[config.mk]
export PLATFORM = sky130hd
export DESIGN_NAME = tsp_emit
export DESIGN_NICKNAME = d
export VERILOG_FILES = /design/src/rtl/tsp_pkg.sv /design/src/rtl/tsp_emit.sv
export VERILOG_INCLUDE_DIRS = /design/src /design/src/rtl
export SDC_FILE = /design/constraint.sdc
export NUM_CORES = 1
export LEC_CHECK = 0
export BUFFER_PORTS_ARGS = -buffer_cell sky130_fd_sc_hd__buf_2
export CELL_PAD_IN_SITES_DETAIL_PLACEMENT = 1
export CELL_PAD_IN_SITES_GLOBAL_PLACEMENT = 1
export CORE_AREA = 4 4 303 305
export DETAILED_ROUTE_END_ITERATION = 10
export DIE_AREA = 0 0 307 309
export GPL_TIMING_DRIVEN = 0
export PLACE_DENSITY = 0.63
export SLEW_MARGIN = 10
export SYNTH_ARGS = -nofsm -noshare
export SYNTH_HDL_FRONTEND = slang
export SYNTH_SLANG_ARGS = --single-unit
[constraint.sdc]
create_clock -name clk -period 69.5 [get_ports clk]
set_clock_uncertainty 0.2 [all_clocks]
set_input_delay 3.475 -clock clk [delete_from_list [all_inputs] [get_ports clk]]
set_output_delay 3.475 -clock clk [all_outputs]
set_load 0.05 [all_outputs]
[src/rtl/triangle_plane_splitter_macros.svh]
// Assertion macros used by the triangle plane splitter output stage.
`ifndef TRIANGLE_PLANE_SPLITTER_MACROS_SVH
`define TRIANGLE_PLANE_SPLITTER_MACROS_SVH
`ifndef SYNTHESIS
`define TSP_ASSERT_IMP(lbl, clk, rst_n, a, b) \
    lbl: assert property (@(posedge clk) disable iff (!rst_n) (a) |-> (b)) \
        else $error("tsp assertion failed");
`define TSP_ASSERT_NXT(lbl, clk, rst_n, a, b) \
    lbl: assert property (@(posedge clk) disable iff (!rst_n) (a) |=> (b)) \
        else $error("tsp assertion failed");
`else
`define TSP_ASSERT_IMP(lbl, clk, rst_n, a, b)
`define TSP_ASSERT_NXT(lbl, clk, rst_n, a, b)
`endif
`endif

[src/rtl/tsp_pkg.sv]
// Package: shared types, constants and helpers of the triangle plane splitter.
`timescale 1ns / 1ps
package tsp_pkg;
    localparam int COORD_W    = 32;
    localparam int NORM_W     = 16;
    localparam int OFFS_W     = 32;
    localparam int ADDR_W     = 4;
    localparam int DATA_W     = 32;
    localparam int FRAC_BITS  = 16;
    localparam int OFFS_SHIFT = 14;
    localparam int PROD_W     = COORD_W + NORM_W;
    localparam int DIST_W     = PROD_W + 2;
    localparam int DEN_W      = DIST_W + 1;
    localparam int DIFF_W     = COORD_W + 1;
    localparam int MUL_W      = DIFF_W + FRAC_BITS + 1;
    localparam int DIV_STEPS  = 2;
    localparam int DIV_STAGES = FRAC_BITS / DIV_STEPS;

    typedef logic signed [COORD_W-1:0] coord_t;
    typedef logic signed [NORM_W-1:0]  norm_t;
    typedef logic signed [OFFS_W-1:0]  offs_t;
    typedef logic signed [DIST_W-1:0]  dist_t;

    localparam norm_t NZ_RESET = NORM_W'(16384);
    localparam logic [FRAC_BITS-1:0] T_MIN = FRAC_BITS'(1);
    localparam logic [FRAC_BITS-1:0] T_MAX = '1;

    typedef enum logic [1:0] {REG_NX, REG_NY, REG_NZ, REG_OFFSET} reg_idx_t;

    // number of begin-side vertices
    typedef enum logic [1:0] {SPLIT_NONE, SPLIT_ONE, SPLIT_TWO, SPLIT_ALL} split_t;

    typedef struct packed {
        coord_t x;
        coord_t y;
        coord_t z;
    } vert_t;

    typedef struct packed {
        coord_t a_x;
        coord_t a_y;
        coord_t a_z;
        coord_t b_x;
        coord_t b_y;
        coord_t b_z;
        coord_t c_x;
        coord_t c_y;
        coord_t c_z;
    } in_t;

    typedef struct packed {
        logic   side;
        coord_t out_a_x;
        coord_t out_a_y;
        coord_t out_a_z;
        coord_t out_b_x;
        coord_t out_b_y;
        coord_t out_b_z;
        coord_t out_c_x;
        coord_t out_c_y;
        coord_t out_c_z;
        logic   last;
    } out_t;

    typedef struct packed {
        norm_t plane_nx;
        norm_t plane_ny;
        norm_t plane_nz;
        offs_t plane_offset;
    } cfg_t;

    // s0..s2: begin vertices first, then end vertices, arrival order kept
    typedef struct packed {
        split_t split;
        vert_t  s0;
        vert_t  s1;
        vert_t  s2;
    } ctx_t;

    typedef struct packed {
        logic [DEN_W-1:0]     rem;
        logic [DEN_W-1:0]     den;
        logic [FRAC_BITS-1:0] q;
        logic                 de_zero;
    } cut_t;

    typedef struct packed {
        split_t split;
        vert_t  s0;
        vert_t  s1;
        vert_t  s2;
        vert_t  i1;
        vert_t  i2;
    } bundle_t;

    function automatic vert_t mk_vert(coord_t x, coord_t y, coord_t z);
        vert_t v;
        v.x = x;
        v.y = y;
        v.z = z;
        return v;
    endfunction
endpackage

[src/rtl/tsp_emit.sv]
// Output stage: holds one split result and sends its triangles one beat at a time.
`timescale 1ns / 1ps
`include "triangle_plane_splitter_macros.svh"
module tsp_emit (
    input  logic             clk,
    input  logic             rst_n,
    input  logic             bundle_valid,
    input  tsp_pkg::bundle_t bundle,
    input  logic             out_stall,
    output logic             adv,
    output logic             out_valid,
    output tsp_pkg::out_t    out_data
);
    import tsp_pkg::*;

    logic       hold_valid_reg;
    bundle_t    hold_reg;
    logic [1:0] beat_reg;
    logic [1:0] beat_next;
    logic       single;
    logic       final_beat;
    logic       take;
    logic       side;
    vert_t      tp;
    vert_t      tq;
    vert_t      tr;

    assign single     = (hold_reg.split == SPLIT_NONE) || (hold_reg.split == SPLIT_ALL);
    assign final_beat = single || (beat_reg == 2'd2);
    assign take       = hold_valid_reg && !out_stall;
    assign adv        = !hold_valid_reg || (take && final_beat);
    assign beat_next  = adv ? 2'd0 : (take ? beat_reg + 2'd1 : beat_reg);

    always_ff @(posedge clk or negedge rst_n)
    begin
        if (!rst_n)
        begin
            hold_valid_reg <= 1'b0;
            beat_reg       <= 2'd0;
        end
        else
        begin
            if (adv)
            begin
                hold_valid_reg <= bundle_valid;
            end
            beat_reg <= beat_next;
        end
    end

    always_ff @(posedge clk)
    begin
        if (adv)
        begin
            hold_reg <= bundle;
        end
    end

    always_comb
    begin
        side = 1'b0;
        tp   = hold_reg.s0;
        tq   = hold_reg.s1;
        tr   = hold_reg.s2;
        unique case (hold_reg.split)
            SPLIT_NONE: side = 1'b1;
            SPLIT_ALL:  side = 1'b0;
            SPLIT_ONE:
            begin
                unique case (beat_reg)
                    2'd0:
                    begin
                        side = 1'b0;
                        tq = hold_reg.i1;
                        tr = hold_reg.i2;
                    end
                    2'd1:
                    begin
                        side = 1'b1;
                        tp = hold_reg.s1;
                        tq = hold_reg.i2;
                        tr = hold_reg.i1;
                    end
                    default:
                    begin
                        side = 1'b1;
                        tp = hold_reg.s1;
                        tq = hold_reg.i2;
                        tr = hold_reg.s2;
                    end
                endcase
            end
            SPLIT_TWO:
            begin
                unique case (beat_reg)
                    2'd0:
                    begin
                        side = 1'b0;
                        tq = hold_reg.i1;
                        tr = hold_reg.i2;
                    end
                    2'd1:
                    begin
                        side = 1'b0;
                        tq = hold_reg.i2;
                        tr = hold_reg.s1;
                    end
                    default:
                    begin
                        side = 1'b1;
                        tp = hold_reg.s2;
                        tq = hold_reg.i2;
                        tr = hold_reg.i1;
                    end
                endcase
            end
        endcase
    end

    assign out_valid        = hold_valid_reg;
    assign out_data.side    = side;
    assign out_data.out_a_x = tp.x;
    assign out_data.out_a_y = tp.y;
    assign out_data.out_a_z = tp.z;
    assign out_data.out_b_x = tq.x;
    assign out_data.out_b_y = tq.y;
    assign out_data.out_b_z = tq.z;
    assign out_data.out_c_x = tr.x;
    assign out_data.out_c_y = tr.y;
    assign out_data.out_c_z = tr.z;
    assign out_data.last    = final_beat;

    `TSP_ASSERT_IMP(a_beat_range, clk, rst_n, hold_valid_reg, beat_reg != 2'd3)
    `TSP_ASSERT_IMP(a_single_beat, clk, rst_n, hold_valid_reg && single, beat_reg == 2'd0)
    `TSP_ASSERT_NXT(a_stall_hold, clk, rst_n, hold_valid_reg && out_stall, hold_valid_reg && $stable(beat_reg))
endmodule

==> metrics <==
Top Usage Layer GRT=met2; Core Area=89300 um^2; Clock Latency Late Sink=between 0.6 and 0.7 ns; via/cell ratio=5.26; Filler cells=10214; Synthesis Warnings=0; number of global-route vias before repair=24261; r2r worst-path depth=9; Async S/R FF share, synth=less than 1%; CP required=65.82 ns; Post-synth EDFFs=482; Setup TNS=0 ns; overall routed net length=between 100000 and 150000 um; DRC viols=0; Root Driver=clkbuf_16; # rows=110; Mapped Area=25200 um^2; Crit Path Max Fanout=30; maximum number of pins on one net before global-route repair=31; setup ws final=about 61 ns; CP most frequent cell=buf_12; Final Slew Violations=0; Ports=778; Clock Path Buffers=3; Hold Path Stages=2; RSZ-0062 raised after global routing=no; met2 Track Usage GR=between 40% and 50%; Critical Path Sink Type=primary output; DRT antenna net count=0; critical-path cell list=buf_2, o21ai_4, buf_12, buf_12, buf_12, buf_2; H-tree depth=2; Worst Tran Pin Value=about 1.1 ns; Starting Density=28.2%; Post-synth top flop=edfxtp_1; Max-cap violations=0; Worst R2R Setup Slack=66.38 ns; Final Cycle Share=roughly an eighth; CTS tree=done; dpl hpwl=95800 um; CTS resizes=0; nets=3700; f_max=113 MHz; CTS Sinks=485; met3 Usage GRT=7.94%; Syn Inst Count=2348; final number of setup-violating endpoints=0; drt wl/cell=28.5 um; FF-to-FF Start=hold_reg[480]; sequential area share after synthesis=57.7%; Distinct cells, synth=30; gp weighted congestion=approximately 0.85; Hold WC Path Type=reg2reg; met1 usage=30.5%; gr ovfl total=0; Syn Area/Cell=10.7 um^2; initial DRC count=1793; Setup CP Type=in2out; Syn Nets=2841; Setup crit start kind=input pin; first-pass GRT wire length=177000 um; reg2reg end=hold_reg[165]; via count=23489; DIE HEIGHT=309 um; Worst path slowest cell=o21ai_4; hold-fix buffers at CTS=0; GRT Resource Usage Total=about a quarter; share of layout cells above drive strength 1=33.0%; area grow syn2layout=31.3%; post-synthesis register bit count=just under 500; number of flip-flops in the largest register=482; die footprint=94900 um^2; fin crit period=between 8 and 9 ns; Pre-antenna DRT Iters=7; Rel. slew slack=between 20% and 30%; Place WS=around 61 ns; WHS Endpoint=beat_reg[0]; status=finished clean; Arrival @ worst endpoint=~5.2 ns; die width=~300 um; Worst Setup SP=out_stall; initial antenna violation count=71; Port Buffer Count=777; Post-CTS Setup Bufs=0; hold path start=beat_reg[0]; Inserted Clock Buffers=a little under 60; Worst-path clk slew=0.06 ns; Critical Path Max Stage Delay=0.52 ns; final hold viol count=0
## stage by stage
step / hold WS [ns] / area, um^2 / instances / util, %
after floorplan: 0.351 / 25200 / 2348 / -
after global placement: 0.384 / 30600 / 4301 / 34.2
after detailed placement: 0.400 / 31100 / 4322 / 34.8
after CTS: 0.409 / 33000 / 4430 / 37.0
after global routing: 0.471 / 33100 / 4441 / 37.0
final: 0.398 / 33100 / 4465 / 37.1
## placed cells by master, fill, tap and decap left out, types with 7 or more instances in the layout
cell type | netlist | final
a31oi_1 | 191 | 191
buf_2 | 59 | 836
buf_4 | 20 | 20
a21oi_1 | 287 | 287
buf_1 | 7 | 7
nand3b_1 | 190 | 190
ha_1 | 7 | 7
mux2i_1 | 96 | 96
diode_2 | 0 | 35
buf_6 | 7 | 7
bufinv_16 | 0 | 8
nor2_1 | 97 | 97
nand2_1 | 482 | 482
clkinv_1 | 0 | 12
clkbuf_1 | 110 | 116
clkinv_2 | 0 | 9
nor2b_1 | 99 | 99
buf_12 | 0 | 16
a211o_1 | 97 | 97
clkbuf_16 | 0 | 61
edfxtp_1 | 482 | 482
or3b_2 | 96 | 96
## synthesized netlist by cell type, types with 2 or more instances
master | instances | area [um^2]
buf_2 | 59 | 295
edfxtp_1 | 482 | 14500
mux2i_1 | 96 | 961
inv_1 | 5 | 18.8
buf_1 | 7 | 26.3
nand2_1 | 482 | 1810
nor2_1 | 97 | 364
buf_4 | 20 | 150
dfrtp_1 | 3 | 75.1
o21ai_0 | 2 | 10.0
a211o_1 | 97 | 850
ha_1 | 7 | 87.6
buf_6 | 7 | 78.8
a21oi_1 | 287 | 1440
nand3b_1 | 190 | 1430
clkbuf_1 | 110 | 413
or3b_2 | 96 | 841
nor2b_1 | 99 | 619
a31oi_1 | 191 | 1190
## per-layer routing
| metal | vias to the layer above | share of wire [%] |
|---|---|---|
| li1 | 10472 | - |
| met1 | 11762 | 39 |
| met2 | 985 | 49 |
| met3 | 216 | 8.7 |
| met4 | 54 | 2.6 |
| met5 | - | 0.29 |
## how the worst max path moves through the flow
stage,cells after the start,end,slack [ns]
after floorplan,1,adv,27.79
after global placement,3,adv,6.05
after detailed placement,6,adv,60.63
after CTS,6,adv,60.63
after global routing,6,adv,60.56
final,6,adv,60.66
## worst max-delay path, delay by kind of cell
kind / cells / cell delay (ns)
buffers and inverters: 5 / 1.12
AOI/OAI and AO/OA: 1 / 0.52
## kinds of logic (layout without fill, tap and decap cells)
kind of cell | count (synthesis) | after routing | synth area share (%)
and+or+nand+nor | 969 | 969 | 20.2
AOI/OAI and AO/OA | 582 | 582 | 14.0
DFF | 485 | 485 | 57.7
buffers and inverters | 209 | 1115 | 3.91
muxes | 96 | 96 | 3.81
adders and majority gates | 7 | 7 | 0.347
other | 0 | 35 | 0
## layout make-up
cell class / count / area (um^2) / share of cell area (%)
timing repair buffer: 798 / 4350 / 13.1
clock buffer: 72 / 1600 / 4.82
tap: 1176 / 1470 / 4.44
antenna: 35 / 87.6 / 0.264
buffer: 203 / 966 / 2.92
sequential: 485 / 14500 / 43.9
clock inverter: 36 / 387 / 1.17
multi-input combinational: 1654 / 9700 / 29.3
inverter: 6 / 22.5 / 0.0680
Power is not shown: default switching activity piles up to over one toggle a cycle in this logic, so the estimate is an artifact.
